`src/rtl/clkr_pkg.sv`:
```
// ----------------------------------------------------------------------------
// clkr_pkg
// Types and constants for the second-chance victim selector.
// ----------------------------------------------------------------------------
`default_nettype none

package clkr_pkg;

  localparam int MAX_ENTRIES_DEF = 64;
  localparam int NUM_POOLS_DEF   = 2;

  localparam int REQ_TYPE_W  = 2;
  localparam int ENTRY_IDX_W = 6;
  localparam int CNT_REG_W   = 7;
  localparam int APB_ADDR_W  = 3;
  localparam int APB_DATA_W  = 32;

  localparam logic [CNT_REG_W-1:0] CNT_RESET = 7'd64;

  localparam logic [REQ_TYPE_W-1:0] REQ_REFERENCE = 2'd0;
  localparam logic [REQ_TYPE_W-1:0] REQ_PIN       = 2'd1;
  localparam logic [REQ_TYPE_W-1:0] REQ_ALLOCATE  = 2'd2;

  localparam logic REG_PAGE_CNT  = 1'b0;
  localparam logic REG_TRAIN_CNT = 1'b1;

  localparam logic STATUS_FOUND = 1'b0;
  localparam logic STATUS_NONE  = 1'b1;

  typedef struct packed {
    logic [REQ_TYPE_W-1:0]  req_type;
    logic                   pool_select;
    logic [ENTRY_IDX_W-1:0] entry_index;
    logic                   mark_dirty;
    logic                   pin_value;
  } req_t;

  typedef struct packed {
    logic [ENTRY_IDX_W-1:0] victim_index;
    logic                   flush_needed;
    logic                   alloc_status;
  } rsp_t;

  typedef struct packed {
    logic pinned;
    logic referenced;
    logic dirty;
  } entry_t;

endpackage

`default_nettype wire

```
`src/rtl/clock_second_chance_replacer.sv`:
```
// ----------------------------------------------------------------------------
// clock_second_chance_replacer
// Clock (second-chance) victim selection over buffer pools; per-entry flags
// live in one synchronous memory, one hand register per pool.
// ----------------------------------------------------------------------------
//  channel | dir | handshake                       | item
//  req     | in  | req_valid / req_stall           | clkr_pkg::req_t
//  rsp     | out | rsp_valid / rsp_stall           | clkr_pkg::rsp_t
//  apb     | in  | psel, penable, pwrite, pready=1 | 2 count registers
//
//  Reference and pin items read the entry, then modify it and write it back.
//  Allocate visits k entries (1 to 2*count, none for a pool out of range),
//  one entry per cycle through the single memory read port.
//  After reset a clearing pass writes all 2**(pool bits + index bits) entries
//  (128 at defaults) while req_stall is high.
//  A stalled result holds the allocate in S_DONE with req_stall high.
// ----------------------------------------------------------------------------
`default_nettype none

module clock_second_chance_replacer #(
  parameter int MAX_ENTRIES = clkr_pkg::MAX_ENTRIES_DEF,
  parameter int NUM_POOLS   = clkr_pkg::NUM_POOLS_DEF
) (
  input  wire                                 clk,
  input  wire                                 rst,
  input  wire                                 req_valid,
  output logic                                req_stall,
  input  clkr_pkg::req_t                      req,
  output logic                                rsp_valid,
  input  wire                                 rsp_stall,
  output clkr_pkg::rsp_t                      rsp,
  input  wire                                 psel,
  input  wire                                 penable,
  input  wire                                 pwrite,
  input  wire  [clkr_pkg::APB_ADDR_W-1:0]     paddr,
  input  wire  [clkr_pkg::APB_DATA_W-1:0]     pwdata,
  output logic [clkr_pkg::APB_DATA_W-1:0]     prdata,
  output logic                                pready
);

  localparam int IW    = (MAX_ENTRIES > 1) ? $clog2(MAX_ENTRIES) : 1;
  localparam int PW    = (NUM_POOLS > 1) ? $clog2(NUM_POOLS) : 1;
  localparam int AW    = PW + IW;
  localparam int DEPTH = 1 << AW;
  localparam int CW    = $clog2(MAX_ENTRIES + 1);
  localparam int SW    = CW + 1;
  localparam int CXW   = (CW > clkr_pkg::CNT_REG_W) ? CW : clkr_pkg::CNT_REG_W;
  localparam int VW    = clkr_pkg::ENTRY_IDX_W;

  localparam logic [2:0] S_CLEAR = 3'd0;
  localparam logic [2:0] S_IDLE  = 3'd1;
  localparam logic [2:0] S_RMW   = 3'd2;
  localparam logic [2:0] S_START = 3'd3;
  localparam logic [2:0] S_SWEEP = 3'd4;
  localparam logic [2:0] S_DONE  = 3'd5;

  function automatic logic [CW-1:0] clamp_cnt(input logic [clkr_pkg::CNT_REG_W-1:0] r);
    logic [CXW-1:0] x;
    x = CXW'(r);
    if (x == '0) begin
      return CW'(1);
    end else if (x > CXW'(MAX_ENTRIES)) begin
      return CW'(MAX_ENTRIES);
    end
    return CW'(x);
  endfunction

  function automatic logic [IW-1:0] nxt_idx(input logic [IW-1:0] i, input logic [CW-1:0] n);
    logic [CW-1:0] s;
    s = CW'(i) + CW'(1);
    return (s < n) ? IW'(s) : '0;
  endfunction

  // memory
  clkr_pkg::entry_t mem [DEPTH];
  clkr_pkg::entry_t rdata;
  logic             we;
  logic [AW-1:0]    waddr;
  logic [AW-1:0]    rd_addr;
  clkr_pkg::entry_t wdata;

  always_ff @(posedge clk) begin
    if (we) begin
      mem[waddr] <= wdata;
    end
    rdata <= mem[rd_addr];
  end

  // registers
  logic [2:0]                     state, state_next;
  logic [AW-1:0]                  clr_addr;
  logic [PW-1:0]                  pl;
  logic [clkr_pkg::REQ_TYPE_W-1:0] rq_type;
  logic                           rq_dirty;
  logic                           rq_pin;
  logic [IW-1:0]                  e_idx, e_idx_next;
  logic [SW-1:0]                  steps, steps_next;
  clkr_pkg::rsp_t                 res, res_next;
  logic                           fwd_hit;
  clkr_pkg::entry_t               fwd_data;
  logic [IW-1:0]                  hands [NUM_POOLS];
  logic                           hand_we;
  logic [IW-1:0]                  hand_next;
  logic [clkr_pkg::CNT_REG_W-1:0] page_cnt, train_cnt;

  logic             acc;
  logic             pool_ok;
  logic             idx_ok;
  logic [PW-1:0]    pool_in;
  logic [CW-1:0]    n_act;
  logic [IW-1:0]    start_idx;
  logic [IW-1:0]    sweep_nxt;
  clkr_pkg::entry_t ent;
  logic             last_step;
  logic             rsp_load;

  assign pready    = 1'b1;
  assign req_stall = (state != S_IDLE);
  assign acc       = req_valid && (state == S_IDLE);
  assign pool_ok   = 32'(req.pool_select) < NUM_POOLS;
  assign idx_ok    = 32'(req.entry_index) < MAX_ENTRIES;
  assign pool_in   = PW'(req.pool_select);
  assign n_act     = (pl == '0) ? clamp_cnt(page_cnt) : clamp_cnt(train_cnt);
  assign start_idx = (CW'(hands[pl]) >= n_act) ? '0 : hands[pl];
  assign sweep_nxt = nxt_idx(e_idx, n_act);
  assign ent       = fwd_hit ? fwd_data : rdata;
  assign last_step = (steps + SW'(1)) == {n_act, 1'b0};
  assign rsp_load  = (state == S_DONE) && (!rsp_valid || !rsp_stall);

  always_comb begin
    state_next = state;
    we         = 1'b0;
    waddr      = {pl, e_idx};
    wdata      = '0;
    rd_addr    = {pool_in, IW'(req.entry_index)};
    e_idx_next = e_idx;
    steps_next = steps;
    res_next   = res;
    hand_we    = 1'b0;
    hand_next  = nxt_idx(e_idx, n_act);
    case (state)
      S_CLEAR: begin
        we    = 1'b1;
        waddr = clr_addr;
        if (clr_addr == '1) begin
          state_next = S_IDLE;
        end
      end
      S_IDLE: begin
        if (acc) begin
          res_next = '{victim_index: '0, flush_needed: 1'b0,
                       alloc_status: clkr_pkg::STATUS_NONE};
          e_idx_next = IW'(req.entry_index);
          case (req.req_type)
            clkr_pkg::REQ_REFERENCE, clkr_pkg::REQ_PIN: begin
              if (pool_ok && idx_ok) begin
                state_next = S_RMW;
              end
            end
            clkr_pkg::REQ_ALLOCATE: begin
              state_next = pool_ok ? S_START : S_DONE;
            end
            default: state_next = S_IDLE;
          endcase
        end
      end
      S_RMW: begin
        we    = 1'b1;
        wdata = ent;
        if (rq_type == clkr_pkg::REQ_REFERENCE) begin
          wdata.referenced = 1'b1;
          wdata.dirty      = ent.dirty | rq_dirty;
        end else begin
          wdata.pinned = rq_pin;
        end
        state_next = S_IDLE;
      end
      S_START: begin
        rd_addr    = {pl, start_idx};
        e_idx_next = start_idx;
        steps_next = '0;
        state_next = S_SWEEP;
      end
      S_SWEEP: begin
        rd_addr = {pl, sweep_nxt};
        if (!ent.pinned && !ent.referenced) begin
          we         = 1'b1;
          hand_we    = 1'b1;
          res_next   = '{victim_index: VW'(e_idx), flush_needed: ent.dirty,
                         alloc_status: clkr_pkg::STATUS_FOUND};
          state_next = S_DONE;
        end else begin
          if (!ent.pinned) begin
            we    = 1'b1;
            wdata = '{pinned: 1'b0, referenced: 1'b0, dirty: ent.dirty};
          end
          if (last_step) begin
            state_next = S_DONE;
          end else begin
            e_idx_next = sweep_nxt;
            steps_next = steps + SW'(1);
          end
        end
      end
      S_DONE: begin
        if (rsp_load) begin
          state_next = S_IDLE;
        end
      end
      default: state_next = S_IDLE;
    endcase
  end

  always_ff @(posedge clk) begin
    if (rst) begin
      state     <= S_CLEAR;
      clr_addr  <= '0;
      fwd_hit   <= 1'b0;
      rsp_valid <= 1'b0;
      page_cnt  <= clkr_pkg::CNT_RESET;
      train_cnt <= clkr_pkg::CNT_RESET;
      for (int p = 0; p < NUM_POOLS; p++) begin
        hands[p] <= '0;
      end
    end else begin
      state    <= state_next;
      clr_addr <= clr_addr + AW'(1);
      fwd_hit  <= we && (waddr == rd_addr);
      if (hand_we) begin
        hands[pl] <= hand_next;
      end
      if (psel && penable && pwrite) begin
        if (paddr[2] == clkr_pkg::REG_TRAIN_CNT) begin
          train_cnt <= pwdata[clkr_pkg::CNT_REG_W-1:0];
        end else begin
          page_cnt <= pwdata[clkr_pkg::CNT_REG_W-1:0];
        end
      end
      if (rsp_load) begin
        rsp_valid <= 1'b1;
      end else if (!rsp_stall) begin
        rsp_valid <= 1'b0;
      end
    end
  end

  always_ff @(posedge clk) begin
    fwd_data <= wdata;
    e_idx    <= e_idx_next;
    steps    <= steps_next;
    res      <= res_next;
    if (acc) begin
      pl       <= pool_in;
      rq_type  <= req.req_type;
      rq_dirty <= req.mark_dirty;
      rq_pin   <= req.pin_value;
    end
    if (rsp_load) begin
      rsp <= res;
    end
  end

  always_comb begin
    prdata = '0;
    if (paddr[2] == clkr_pkg::REG_TRAIN_CNT) begin
      prdata[clkr_pkg::CNT_REG_W-1:0] = train_cnt;
    end else begin
      prdata[clkr_pkg::CNT_REG_W-1:0] = page_cnt;
    end
  end

  // checks
  a_fail_zero: assert property (@(posedge clk) disable iff (rst)
    rsp_valid && (rsp.alloc_status == clkr_pkg::STATUS_NONE)
      |-> (rsp.victim_index == '0) && !rsp.flush_needed)
    else $error("failed allocate carries victim data");

  a_sweep_bound: assert property (@(posedge clk) disable iff (rst)
    (state == S_SWEEP) |-> (steps < {n_act, 1'b0}))
    else $error("sweep ran past two passes");

  a_sweep_range: assert property (@(posedge clk) disable iff (rst)
    (state == S_SWEEP) |-> (CW'(e_idx) < n_act))
    else $error("sweep outside active range");

  a_hand_move: assert property (@(posedge clk) disable iff (rst)
    (state == S_SWEEP) && hand_we |=> (state == S_DONE)
      && (res.alloc_status == clkr_pkg::STATUS_FOUND))
    else $error("hand moved without a victim");

endmodule

`default_nettype wire
```
`config.mk`:
```
export PLATFORM = sky130hd
export DESIGN_NAME = clock_second_chance_replacer
export DESIGN_NICKNAME = d
export VERILOG_FILES = /design/src/rtl/clkr_pkg.sv /design/src/rtl/clock_second_chance_replacer.sv
export SDC_FILE = /design/constraint.sdc
export NUM_CORES = 1
export LEC_CHECK = 0
export BUFFER_PORTS_ARGS = -buffer_cell sky130_fd_sc_hd__buf_2
export CAP_MARGIN = 20
export CORE_MARGIN = 3
export CORE_UTILIZATION = 65
export DETAILED_ROUTE_END_ITERATION = 8
export PLACE_DENSITY = 0.92
export SYNTH_ARGS = -nofsm -noshare
export SYNTH_HDL_FRONTEND = slang
export SYNTH_SLANG_ARGS = --single-unit
```
`constraint.sdc`:
```
create_clock -name clk -period 19.9 [get_ports clk]
set_input_delay 4.975 -clock clk [delete_from_list [all_inputs] [get_ports clk]]
set_output_delay 4.975 -clock clk [all_outputs]
set_load 0.005 [all_outputs]
```
==> metrics.cfg, run 1 <==
[logic_synthesis]
yosys.cell_types.count=82
synth_area_um2=20500
ys_warn_count=0
async_flop_share=0
synth-edff-count=431
synth_cells=1678
synth_seq_cells=464
ys_seq_area_frac=0.664
synth_ff_type=edfxtp_1
synth.avg_cell_area_um2=12.2

[clock_network]
cts_tree=built
clockRootBuffer=clkbuf_16
clk_path_buf_depth=3
clk_pin_slew_ns=0.06
cts_max_level=2
cts_resized=0
postCtsSetupBuffers=0
clock_sinks=464
cts-buffers-inserted=45
cts_hold_buf=0
clock_latency_ns=0.56

[timing]
relSlewSlack=0.195
hold_ws_ns=0.419
tightest_slew_ns=1.21
min_period_ns=10.63
rsz0062_at_grt=no
period_share=0.534
fin_setup_tns_ns=0
finalWorstSetupSlack_ns=9.27
finalHoldViolations=0
fin_skew_ns=0.0241
setup_viol=0
fmax_mhz=94.0
final-max-slew-violation-count=0

[global_route]
grt-ovfl-total=0
grt_pass1_vias=14567
antenna_found_initial=0
grtUsageTotal=0.310
grt_max_degree=104
grt_pass1_wl_mm=80.5

[worst_hold_path]
whs_path_depth=0
min_path_type=flop to flop
min_from=res[7]
hold_path_end=rsp[7]

[die]
die_w_um=184
fp.dieH_um=184
die_area_um2=33700
num_io_pins=96
num_rows=64
coreArea_um2=30800
initial_utilization=0.665

[setup_path]
rr_worst_depth=19
start_kind=input port
r2r_setup_slack_ns=12.74
end_kind=output port
path_class=input port to output port
crit_fanout=11
cp.arrival_ns=5.66
required_ns=14.93
r2r-start=pl
reg2reg_to=rdata[0]

[route]
avgViaCountPerCell=6.84
dr.pass1.iters=9
wire_per_inst_um=24.5
dr_total_vias=14600
ant_nets=0
route.detailed.drc=0
drtIter0Drc=2780
wirelength_mm=52.3

[layout]
nets=1767
layout_commonest_cell=edfxtp_1
drive_gt1_frac=0.109
diodes=0
multi_input_area_um2=6320
final_util=0.726
mostFrequentLayoutCells=431 x edfxtp_1, 296 x nand2_1, 228 x nor2_1
seqCellArea_um2=13600
syn2layout_area_growth_pct=9.22
fill_cells=1812

[power]
powerDensity_nw_per_um2=130
ir_worst_vdd_mv=0.0899
p_leak_uw=0.00746

[placed_design]
globalplace.congestion=0.936
hpwl_mm=31.0
post-place-ws_ns=9.27
port_buffers=42

[outcome]
status=complete, no violations

[run]
maxCapViolCount=0

[how the worst max path moves through the flow]
stage	start	to
2_1_floorplan	paddr[2]	prdata[1]
3_3_place_gp	paddr[2]	prdata[5]
3_5_place_dp	paddr[2]	prdata[1]
4_1_cts	paddr[2]	prdata[1]
5_1_grt	paddr[2]	prdata[6]
6_report	paddr[2]	prdata[1]
[routing by layer]
layer / global-route usage / vias to the layer above / share of wire
li1: - / 6158 / -
met1: 0.406 / 6862 / 0.34
met2: 0.488 / 1270 / 0.46
met3: 0.0673 / 310 / 0.14
met4: 0.173 / 0 / 0.063
met5: 0 / - / 0
[registers in the layout, summed over array words and instances (netlist names), 6 cells and up, named ones only]
register and count:
mem 384, page_cnt 7, res 8, e_idx 6, clr_addr 7, steps 8
train_cnt 7, hands 12, rsp 8
[power by group]
part | switching (uW) | internal, uW | total (uW) | leakage, uW
combinational | 639 | 237 | 876 | 0.00309
sequential | 32.4 | 1140 | 1170 | 0.00365
clock | 357 | 497 | 854 | 0.000729
total | 1030 | 1870 | 2900 | 0.00746
[through the flow]
stage	std cells	cell area, um2	power, uW
final	2133	22400	2900
after global routing	2133	22400	2980
after CTS	2132	22400	2860
after detailed placement	2051	20900	2000
after global placement	2050	20900	1970
after floorplan	1702	20600	1760
[critical path, cell delays in order]
cell and delay (ns):
buf_2 0.20, mux2_2 0.36, buf_2 0.13
[cell usage after synthesis (8+ instances only)]
cell | count | share of area
xnor2_1 | 18 | 0.0077
inv_1 | 16 | 0.0029
nand4_1 | 64 | 0.020
edfxtp_1 | 431 | 0.63
nand3_1 | 82 | 0.020
buf_2 | 26 | 0.0063
o21ai_0 | 10 | 0.0024
mux2i_1 | 77 | 0.038
nand2_1 | 296 | 0.054
a21oi_1 | 48 | 0.012
a32oi_1 | 13 | 0.0056
o22ai_1 | 11 | 0.0034
xor2_1 | 13 | 0.0056
nor2_1 | 228 | 0.042
clkbuf_1 | 41 | 0.0075
a211oi_1 | 15 | 0.0055
dfxtp_1 | 33 | 0.032
a311oi_1 | 8 | 0.0034
ha_1 | 11 | 0.0067
a31oi_1 | 14 | 0.0043
and3_1 | 18 | 0.0055
mux2_2 | 15 | 0.0082
buf_4 | 34 | 0.012
and2_1 | 17 | 0.0052
[logic make-up after synthesis]
family / after synthesis / synth area share
AO/OA/AOI/OAI: 175 / 0.0639
XOR/XNOR: 31 / 0.0132
adder cells (fa/ha/maj): 11 / 0.00671
buffers and inverters: 132 / 0.0347
flip-flops: 464 / 0.664
multiplexers: 94 / 0.0472
other: 2 / 0.000366
AND/OR/NAND/NOR: 769 / 0.170
[final cells by class]
type,count,area share
clock buffer,64,0.0585
clock inverter,17,0.00743
inverter,20,0.00369
multi-input combinational,1106,0.282
sequential,464,0.608
tap,396,0.0221
timing repair buffer,66,0.0181
Note: power is estimated with default switching activity, not from simulation.
==> run 2, diff against run 1 <==
--- a/config.mk
+++ b/config.mk
@@ -8,9 +8,9 @@
 export BUFFER_PORTS_ARGS = -buffer_cell sky130_fd_sc_hd__buf_2
 export CAP_MARGIN = 20
 export CORE_MARGIN = 3
-export CORE_UTILIZATION = 65
+export CORE_UTILIZATION = 61
 export DETAILED_ROUTE_END_ITERATION = 8
-export PLACE_DENSITY = 0.92
+export PLACE_DENSITY = 0.87
 export SYNTH_ARGS = -nofsm -noshare
 export SYNTH_HDL_FRONTEND = slang
 export SYNTH_SLANG_ARGS = --single-unit
==> constraint.sdc (replaced) <==
create_clock -name clk -period 10.4 [get_ports clk]
set_input_delay 2.6 -clock clk [delete_from_list [all_inputs] [get_ports clk]]
set_output_delay 2.6 -clock clk [all_outputs]
set_load 0.005 [all_outputs]
==> metrics.cfg, run 2 (synthesis gave the netlist of run 1 again) <==
[outcome]
status=complete, no violations

[timing]
tightest_slew_ns=1.17  ; -0.0401 ns
min_period_ns=6.59
rsz0062_at_grt=no
relSlewSlack=0.222  ; +0.0267
finalHoldViolations=0  ; unchanged
period_share=0.634
fin_setup_tns_ns=0  ; unchanged
fmax_mhz=152
fin_skew_ns=0.0177  ; -0.00644 ns
setup_viol=0  ; unchanged
final-max-slew-violation-count=0  ; unchanged

[clock_network]
cts-buffers-inserted=46  ; +2.2%
clk_pin_slew_ns=0.06  ; about the same
clock_sinks=464  ; unchanged
cts_hold_buf=0  ; unchanged
cts_resized=0  ; unchanged
cts_max_level=2  ; unchanged
clk_path_buf_depth=3  ; unchanged
clock_latency_ns=0.55  ; about the same
cts_tree=built
postCtsSetupBuffers=0  ; unchanged
clockRootBuffer=clkbuf_16

[layout]
mostFrequentLayoutCells=431 x edfxtp_1, 296 x nand2_1, 228 x nor2_1
final_util=0.681  ; -0.0451
layout_commonest_cell=edfxtp_1
fill_cells=2195  ; +21%
nets=1769  ; +0.11%
syn2layout_area_growth_pct=9.21  ; about the same
reg_top3=mem x384, hands x12
largest_reg_flops=384  ; unchanged
largest_register=mem
drive_gt1_frac=0.107  ; -0.00191
postLayoutCellArea_um2=22400  ; about the same
diodes=0  ; unchanged

[die]
num_io_pins=96  ; unchanged
num_rows=66  ; +3.1%
die_area_um2=35800  ; +6.3%
initial_utilization=0.624  ; -0.0412
fp.dieH_um=189  ; +3.1%
die_w_um=189  ; +3.1%
coreArea_um2=32900  ; +6.6%

[route]
drtIter0Drc=2166  ; -22%
wire_per_inst_um=23.2  ; -5.2%
ant_nets=0  ; unchanged
dr.pass1.iters=7  ; -2
wirelength_mm=50.7  ; -3.1%
dr_total_vias=14173  ; -2.9%
avgViaCountPerCell=6.50  ; -5.1%
route.detailed.drc=0  ; unchanged

[setup_path]
end_kind=flop
path_cells=buf_4 > or4_1 > nor4_2 > or3_1 > ha_1 > nand2b_1 > a221oi_1 > nor4_2 > o211ai_1 > a21oi_4 > buf_4 > inv_6 > buf_4 > mux2i_1 > mux2i_1 > mux2i_1 > o21ai_0 > a211oi_2 > a311oi_2
required_ns=10.84  ; -4.09 ns
cp.arrival_ns=7.03  ; +1.37 ns
crit_fanout=109  ; +98
critPathMaxStageDelay_ns=0.89  ; +0.53 ns
cp_slowest_cell=buf_4
start_kind=flop
path_class=flop to flop

[global_route]
grtUsageTotal=0.279  ; -0.0310
grt_max_degree=110  ; +5.8%
grt_pass1_wl_mm=77.5  ; -3.7%
grt_pass1_vias=13917  ; -4.5%
antenna_found_initial=0  ; unchanged
grt-ovfl-total=0  ; unchanged

[run]
maxCapViolCount=0  ; unchanged

[worst_hold_path]
min_path_type=flop to flop

[power]
powerDensity_nw_per_um2=244  ; +88%
ir_worst_vdd_mv=0.164  ; +82%
p_leak_uw=0.00743  ; -0.45%

[placed_design]
hpwl_mm=31.0  ; +0.11%
place_area_um2=21000  ; +0.35%
port_buffers=42  ; unchanged
globalplace.congestion=0.911  ; -2.6%

run 2: metal layers:
| layer | routed length [um] | GRT usage | share of wire |
|---|---|---|---|
| met1 | 18700 | 0.373 | 0.37 |
| met3 | 5960 | 0.0581 | 0.12 |
| met4 | 2390 | 0.127 | 0.047 |
| met5 | 0 | 0 | 0 |
| met2 | 23700 | 0.446 | 0.47 |
run 2: cell type report:
type                    count  area [um2]  share of cell area
clock inverters            23         138             0.00615
inverters                  20        82.6             0.00369
multi-input cells        1106        6320               0.283
flip-flops and latches    464       13600               0.608
clock buffers              60        1270              0.0566
well taps                 442         553              0.0247
repair buffers             67         417              0.0186
run 2: where the power goes:
| group | internal (uW) | switching [uW] |
|---|---|---|
| registers | 2180 | 55.4 |
| clock network | 882 | 673 |
| logic | 466 | 1210 |
| total | 3520 | 1940 |
run 2: worst paths after layout:
| kind | start | endpoint | slack, ns | depth (start not counted) |
|---|---|---|---|---|
| min reg2reg | res[7] | rsp[7] | 0.42 | 0 |
| max | pl | rdata[1] | 3.81 | 19 |
| min | res[7] | rsp[7] | 0.42 | 0 |
| max reg2reg | pl | rdata[1] | 3.81 | 19 |
run 2: stage by stage:
stage                     total power, uW  instances  setup slack, ns  hold slack, ns
after floorplan                      3360       1702             3.05           0.400
after global placement               3780       2096             3.86           0.402
after detailed placement             3860       2098             3.79           0.405
after CTS                            5400       2181             3.97           0.420
after global routing                 5650       2182             3.38           0.427
final                                5460       2182             3.81           0.420
run 2: critical path: cells and delay by family, from the launching register on:
| kind | cells | cell delay (ns) |
|---|---|---|
| compound gates | 6 | 1.75 |
| simple gates | 5 | 1.14 |
| fa+ha+maj | 1 | 0.24 |
| buf+inv | 4 | 2.29 |
| flops | 1 | 0.37 |
| mux | 3 | 0.59 |
